## config.mk

```make
export PLATFORM = sky130hd
export DESIGN_NAME = dau_cell
export DESIGN_NICKNAME = d
export VERILOG_FILES = /design/src/dau_pkg.sv /design/src/dau_cell.sv
export SDC_FILE = /design/constraint.sdc
export NUM_CORES = 1
export LEC_CHECK = 0
export ABC_CLOCK_PERIOD_IN_PS = 4200
export BUFFER_PORTS_ARGS = -buffer_cell sky130_fd_sc_hd__buf_2
export CORE_AREA = 2 2 225 227
export CTS_BUF_LIST = sky130_fd_sc_hd__clkbuf_16
export DETAILED_ROUTE_END_ITERATION = 12
export DIE_AREA = 0 0 227 229
export GPL_TIMING_DRIVEN = 0
export SKIP_LAST_GASP = 1
export SYNTH_ARGS = -nofsm -noshare
export SYNTH_HDL_FRONTEND = slang
export SYNTH_SLANG_ARGS = --single-unit
```

## constraint.sdc

```tcl
create_clock -name i_clk -period 4.2 [get_ports i_clk]
set_input_delay 0 -clock i_clk [delete_from_list [all_inputs] [get_ports i_clk]]
set_output_delay 0 -clock i_clk [all_outputs]
set_load 0.02 [all_outputs]
```

## src/dau_pkg.sv

```systemverilog
package dau_pkg;

    // operation codes
    localparam logic [1:0] OP_ADD = 2'd0;
    localparam logic [1:0] OP_SUB = 2'd1;
    localparam logic [1:0] OP_MUL = 2'd2;
    localparam logic [1:0] OP_DIV = 2'd3;

    // status codes
    localparam logic [1:0] ST_OK       = 2'd0;
    localparam logic [1:0] ST_OVERFLOW = 2'd1;
    localparam logic [1:0] ST_UNDERFLW = 2'd2;
    localparam logic [1:0] ST_DIVZERO  = 2'd3;

    localparam logic [29:0] NS_PER_SEC = 30'd1000000000;
    localparam logic [29:0] NS_MAX     = 30'd999999999;

    // cells in the seconds and the nanoseconds division rows
    localparam int SECS_CELLS = 64;
    localparam int NANO_CELLS = 30;

    // operand and partial result data riding alongside the divider
    typedef struct packed {
        logic [1:0]  op;
        logic [29:0] an;
        logic [31:0] f;
        logic [63:0] rs;
        logic [29:0] rn;
        logic [1:0]  st;
    } t_side;

    // state of one division cell: partial remainder, dividend/quotient word
    typedef struct packed {
        logic [31:0] rem;
        logic [63:0] word;
        logic [31:0] dvs;
        t_side       side;
    } t_div;

endpackage

```

## src/dau_cell.sv

```systemverilog
module dau_cell (
    input  logic          i_clk,
    input  logic          i_rst_n,
    input  logic          i_en,
    input  logic          i_vld,
    input  dau_pkg::t_div i_d,
    output logic          o_vld,
    output dau_pkg::t_div o_d
);

    logic [32:0]   w_trial;
    logic [32:0]   w_diff;
    logic          w_ge;
    dau_pkg::t_div n_d;
    dau_pkg::t_div r_d;
    logic          r_vld;

    // one restoring division step: shift in the next dividend bit
    always_comb begin
        w_trial = {i_d.rem, i_d.word[63]};
        w_diff  = w_trial - {1'b0, i_d.dvs};
        w_ge    = (w_trial >= {1'b0, i_d.dvs});
        n_d      = i_d;
        n_d.rem  = w_ge ? w_diff[31:0] : w_trial[31:0];
        n_d.word = {i_d.word[62:0], w_ge};
    end

    // valid flag
    always_ff @(posedge i_clk) begin
        if (!i_rst_n) begin
            r_vld <= 1'b0;
        end else if (i_en) begin
            r_vld <= i_vld;
        end
    end

    // cell data
    always_ff @(posedge i_clk) begin
        if (i_en) begin
            r_d <= n_d;
        end
    end

    assign o_vld = r_vld;
    assign o_d   = r_d;

endmodule

```

Yosys cells after proc, flatten, opt, wreduce, memory -nomap -nowiden

Index checks and enable logic that the tools add are counted.

Register bits: 289
Bits of input ports: 292
Output and inout bits: 289
Word-level logic and storage cells: 13

$add $sub $neg: 1
$lt $le $gt $ge: 1
Muxes and demuxes: 1

Operator list:

| cell                                             | number |
|---|---|
| 33-bit by 32-bit >= comparator with 1-bit output | 1 |
| 32-bit two-way mux                               | 1 |
| 32-bit subtractor                                | 1 |

Logic depth before layout (Yosys ltp)

Gate-level depths: netlist of the first run.

Depth in word-level cells: 2
Mapped depth: 13

Least setup slack after synthesis of the first run

Ideal clock, no wire load.

Path kind: input-to-reg
Start point: input i_d[167] (netlist name)
End point: register r_d, in the netlist o_d[269], data pin
Setup time: 0.262 ns
Arrival time: 2.513 ns
Path slack: 1.425 ns
Stages: 12
Path through: inv_1 -> ha_1 -> buf_2 -> nand4_1 -> or4_1 -> a21oi_1 -> nor3_1 -> a211oi_2 -> o21ai_2 -> o31ai_4 -> buf_4 -> mux2_1

RTL lines:

| what                 | line           | source |
|---|---|---|
| from (decl)          | dau_cell.sv:6  | `input dau_pkg::t_div i_d,` |
| to (signal assigned) | dau_cell.sv:40 | `r_d <= n_d;` |
| to (decl)            | dau_cell.sv:15 | `dau_pkg::t_div r_d;` |

==> impl_metrics.toml, run 1 <==
[run_status]
status = "finished, final reports clean"

[route]
drc = 0
drt_pass1_iterations = 5
vias = 9287
drtAntennaViolNets = 0
finalWirelength_um = 46700
drt_iter0_markers = 568
avgViaCountPerCell = 4.12
routedWlPerCell_um = 20.7

[grt]
grt_pass1_wl_um = 63700
grt_max_degree = 127
grt-ovfl-total = 0
grt_pass1_vias = 9809
track_usage_pct = 17.0
antenna_found_initial = 11

[flow_run]
maxCapViolations = 0

[synthesis]
synth_simple_gate_area_share_pct = 4.22
yosysMostFrequentCell = "edfxtp_1"
synth_fp_nets = 959
netlist_area_um2 = 10900
synth_top_family_by_area = "compound AO/OA/AOI/OAI gates"
ys_top_cells_by_area = "edfxtp_1 (79%), ha_1 (3.7%), a21oi_1 (2.5%), inv_1 (1.3%), xnor2_1 (1.3%)"
yosysSeqAreaShare_pct = 79.6
synth_edf_count = 288
syn_avg_cell_area_um2 = 17.2
synthFlopType = "edfxtp_1"
synthMuxAreaShare_pct = 1.31
synth_cells = 634
synth-xor-area-share_pct = 2.17
synth-seq-cells = 289
synth_cell_types = 48
synth-warning-count = 0
synthAdderAreaFrac_pct = 3.86
ys_top_cells_by_count = "edfxtp_1 (288), a21oi_1 (54), inv_1 (38)"
synth_compound_area_share_pct = 6.75
synth_top_area_share_pct = 79.4
async_flop_share_pct = 0
synth_top_area_cell = "edfxtp_1"

[floorplanning]
io_pins = 581
initial_core_util_pct = 21.9
die_h_um = 229
row_count = 82
core_area_um2 = 49700
dieArea_um2 = 52000
die_w_um = 227

[placed_design]
placed_cells = 1888
dp_slack_ns = 0.547
portBuffers = 580
routabilityCongestion = 0.822
hpwl_um = 33900

[final_layout]
multi_input_area_um2 = 1990
fin_cells = 2254
final_util_pct = 37.9
fin_nets = 1871
syn2layout_area_growth_pct = 72.7
drive_gt1_share_pct = 41.9
seq_area_um2 = 8670
fillerInstances = 4715

[hold_path]
hold_path.class = "in2reg"
holdCritStartpoint = "i_d[214]"

[cts]
cts_sinks = 289
ctsLongestPathBuffers = 3
cts.repair.resized = 0
cts_buffers = 37
insertion_delay_ns = 0.54
cts_hold_buf = 291
clk_pin_slew_ns = 0.06
root_buffer = "clkbuf_16"
postCtsSetupBuffers = 0
htreeDepth = 2
tritoncts = "built"

[timing]
max_freq_mhz = 249
hold_viol_final = 0
slew_headroom_pct = 52.8
grt_setup_unrepaired = "no"
timing.hold.ws_ns = 0.158
clock_skew_ns = 0
tightest_slew_ns = 0.707
final.min_clock_period_ns = 4.02
setup_viol = 0
slew_violations = 0
setup_ws_ns = 0.177
min_period_over_period_pct = 95.8

[worst_setup_path]
rr_startpoint = "o_vld$_SDFFE_PN0P_"
arrival_ns = 4.32
path_max_fanout = 10
startpoint = "i_d[172]"
crit_required_ns = 4.49
cp-start-kind = "primary input"
critPathCaptureType = "register"
crit_type = "in2reg"

[pwr]
power.leakage_nw = 8.06
finalPower_w = 0.00811
power.density_nw_per_um2 = 431
ir_worst_vdd_uv = 306
[cell usage in the layout, fill, tap and decap left out, types with 7 or more instances in the layout]
| master | instances |
|---|---|
| nand3_1 | 8 |
| nor2_1 | 36 |
| a21o_1 | 12 |
| o21ai_0 | 16 |
| xnor2_1 | 16 |
| diode_2 | 8 |
| ha_1 | 32 |
| edfxtp_1 | 288 |
| dlygate4sd3_1 | 291 |
| buf_2 | 587 |
| nand4_1 | 7 |
| nand2_1 | 27 |
| a21oi_1 | 54 |
| clkbuf_16 | 38 |
| clkinv_2 | 7 |
| xor2_1 | 11 |
| inv_1 | 44 |
[metrics by stage]
step / setup TNS [ns] / instance area, µm²
CTS: 0 / 18800
finish: 0 / 18800
floorplan: 0 / 10900
global placement: -292.48 / 14600
global route: 0 / 18800
detailed placement: 0 / 14700
[registers in the layout, summed over array words and instances (netlist names)]
signal  flops
o_d       288
o_vld       1
[final timing paths]
check	end	slack [ns]	depth (start not counted)
worst max-delay path	o_d[285]$_DFFE_PP_	0.18	15
worst min-delay path	o_d[215]$_DFFE_PP_	0.16	2
worst max register to register	o_vld$_SDFFE_PN0P_	2.99	3
worst min register to register	o_vld$_SDFFE_PN0P_	1.11	3
[critical path, stage by stage]
cell and delay [ns]:
dlygate4sd3_1 0.54, buf_2 0.14, inv_1 0.04, ha_1 0.27, clkbuf_1 0.33, nand4_1 0.20, or4_1 0.45, a21oi_1 0.14
nor3_1 0.12, a211oi_2 0.28, o21ai_2 0.19, o31ai_4 0.59, buf_2 0.37, o22ai_1 0.11, dlygate4sd3_1 0.56
[where the power goes]
group / internal, W / switching (W) / leakage [nW] / total [W]
logic: 0.000601 / 0.000894 / 4.64 / 0.00149
registers: 0.00347 / 0.0000673 / 2.83 / 0.00354
clock network: 0.00178 / 0.00129 / 0.599 / 0.00307
total: 0.00586 / 0.00225 / 8.06 / 0.00811
[area by class of cell]
class | instances | area share, %
Clock inverter | 29 | 1.20
Multi-Input combinational cell | 290 | 10.6
Timing Repair Buffer | 873 | 31.3
Tap cell | 672 | 4.47
Sequential cell | 289 | 46.1
Clock buffer | 38 | 5.06
Buffer | 17 | 0.459
Inverter | 38 | 0.758
Antenna cell | 8 | 0.106
[layer usage]
metal  track usage [%]  wire length [µm]  up-vias
met5                 0                41        -
met2              30.7             23900      402
met1              17.8             16900     4518
met4              9.07              2510        6
li1                  -                 -     4266
met3              4.44              3380       95
[kinds of logic after synthesis]
kind of cell / Yosys count
fa+ha+maj: 33
mux: 13
buf+inv: 55
xor+xnor: 27
simple gates: 99
flops: 289
compound gates: 118
No activity file was read; power rests on OpenSTA's default activity.
==> run 2, diff against run 1 <==
CTS_BUF_LIST = default   (was sky130_fd_sc_hd__clkbuf_16)
==> impl_metrics.toml, run 2 (synthesis results as in run 1) <==
[cts]
cts.repair.resized = 0
root_buffer = "clkbuf_16"
postCtsSetupBuffers = 0
cts_hold_buf = 291
tritoncts = "built"
htreeDepth = 2
cts_sinks = 289
cts_buffers = 37
clk_pin_slew_ns = 0.06
insertion_delay_ns = 0.54
ctsLongestPathBuffers = 3

[final_layout]
fillerInstances = 4715
seq_area_um2 = 8670
final_cell_mix = "buf_2 (587), dlygate4sd3_1 (291), edfxtp_1 (288)"
final_util_pct = 37.9
syn2layout_area_growth_pct = 72.7
fin_nets = 1871
drive_gt1_share_pct = 41.9
multi_input_area_um2 = 1990
largest_reg_flops = 288
final_common_cell = "buf_2"
finalInstanceArea_um2 = 18800

[worst_setup_path]
crit_slowest_cell = "o31ai_4"
crit_type = "in2reg"
cpPeakStageDelay_ns = 0.59
path_max_fanout = 10
cp_cell_sequence = "dlygate4sd3_1 -> buf_2 -> inv_1 -> ha_1 -> clkbuf_1 -> nand4_1 -> or4_1 -> a21oi_1 -> nor3_1 -> a211oi_2 -> o21ai_2 -> o31ai_4 -> buf_2 -> o22ai_1 -> dlygate4sd3_1"
path_buf_inv = 6
cp-start-kind = "primary input"
crit_required_ns = 4.49
critPathCaptureType = "register"
crit_family = "buffers and inverters"
arrival_ns = 4.32

[grt]
grt_max_degree = 127
grt_pass1_vias = 9809
track_usage_pct = 17.0
antenna_found_initial = 11
grt_pass1_wl_um = 63700
grt-ovfl-total = 0

[route]
drtAntennaViolNets = 0
drt_iter0_markers = 543
drt_pass1_iterations = 4
finalWirelength_um = 46700
vias = 9298
routedWlPerCell_um = 20.7
avgViaCountPerCell = 4.13
drc = 0

[timing]
setup_ws_ns = 0.174
tightest_slew_ns = 0.712
clock_skew_ns = 0
max_freq_mhz = 248
slew_headroom_pct = 52.6
final.min_clock_period_ns = 4.03
hold_viol_final = 0
min_period_over_period_pct = 95.8
slew_violations = 0
setup_viol = 0
grt_setup_unrepaired = "no"

[floorplanning]
row_count = 82
core_area_um2 = 49700
die_h_um = 229
die_w_um = 227
initial_core_util_pct = 21.9
dieArea_um2 = 52000
io_pins = 581

[placed_design]
portBuffers = 580
routabilityCongestion = 0.822
placed_area_um2 = 14700
dp_slack_ns = 0.547
hpwl_um = 33900

[flow_run]
maxCapViolations = 0

[hold_path]
hold_path.class = "in2reg"

[pwr]
ir_worst_vdd_uv = 306
power.leakage_nw = 8.04
power.density_nw_per_um2 = 432

[run_status]
status = "finished, final reports clean"
==> run 2: cell types whose count changed in the layout (fill, tap and decap cells not counted), sizes merged <==
cell    previous run  this run
inv               46        40
clkbuf            44        50
==> run 2: area by class of cell <==
| type | count | share of cell area (%) |
|---|---|---|
| Sequential cell | 289 | 46.1 |
| Clock buffer | 44 | 5.17 |
| Inverter | 38 | 0.758 |
| Buffer | 17 | 0.459 |
| Tap cell | 672 | 4.47 |
| Multi-Input combinational cell | 290 | 10.6 |
| Timing Repair Buffer | 873 | 31.3 |
| Antenna cell | 8 | 0.106 |
| Clock inverter | 23 | 1.08 |
==> run 2: worst reg2reg max path, stage by stage (launching register included) <==
cell and delay, ns:
dfxtp_1 0.31, mux2i_1 0.16, nor2b_1 0.07, dlygate4sd3_1 0.55
==> run 2: path summary, 6_finish.rpt <==
check,end,slack [ns],from,cells after the start
max reg2reg,o_vld$_SDFFE_PN0P_,2.99,o_vld$_SDFFE_PN0P_,3
min reg2reg,o_vld$_SDFFE_PN0P_,1.11,o_vld$_SDFFE_PN0P_,3
max,o_d[285]$_DFFE_PP_,0.17,i_d[172],15
min,o_d[215]$_DFFE_PP_,0.16,i_d[214],2
==> run 2: stage by stage <==
stage	hold slack [ns]	TNS [ns]	cells	power (W)
after global placement	0.177	-292.48	1886	0.00486
after detailed placement	0.178	0	1888	0.00485
after floorplan	0.0989	0	634	0.00423
final	0.158	0	2254	0.00812
after global routing	0.139	0	2251	0.00843
after CTS	0.118	0	2246	0.00823
==> run 2: layer usage <==
layer / up-vias / share of wire (%) / GRT usage, %
li1: 4264 / - / -
met1: 4517 / 36 / 17.8
met2: 416 / 51 / 30.7
met3: 95 / 7.4 / 4.44
met4: 6 / 5.4 / 9.07
met5: - / 0.088 / 0
==> run 2: report_power, final <==
group | leakage, nW | switching (W) | internal, W
combinational | 4.64 | 0.000894 | 0.000601
clock | 0.574 | 0.00129 | 0.00180
sequential | 2.83 | 0.0000675 | 0.00347
total | 8.04 | 0.00225 | 0.00587
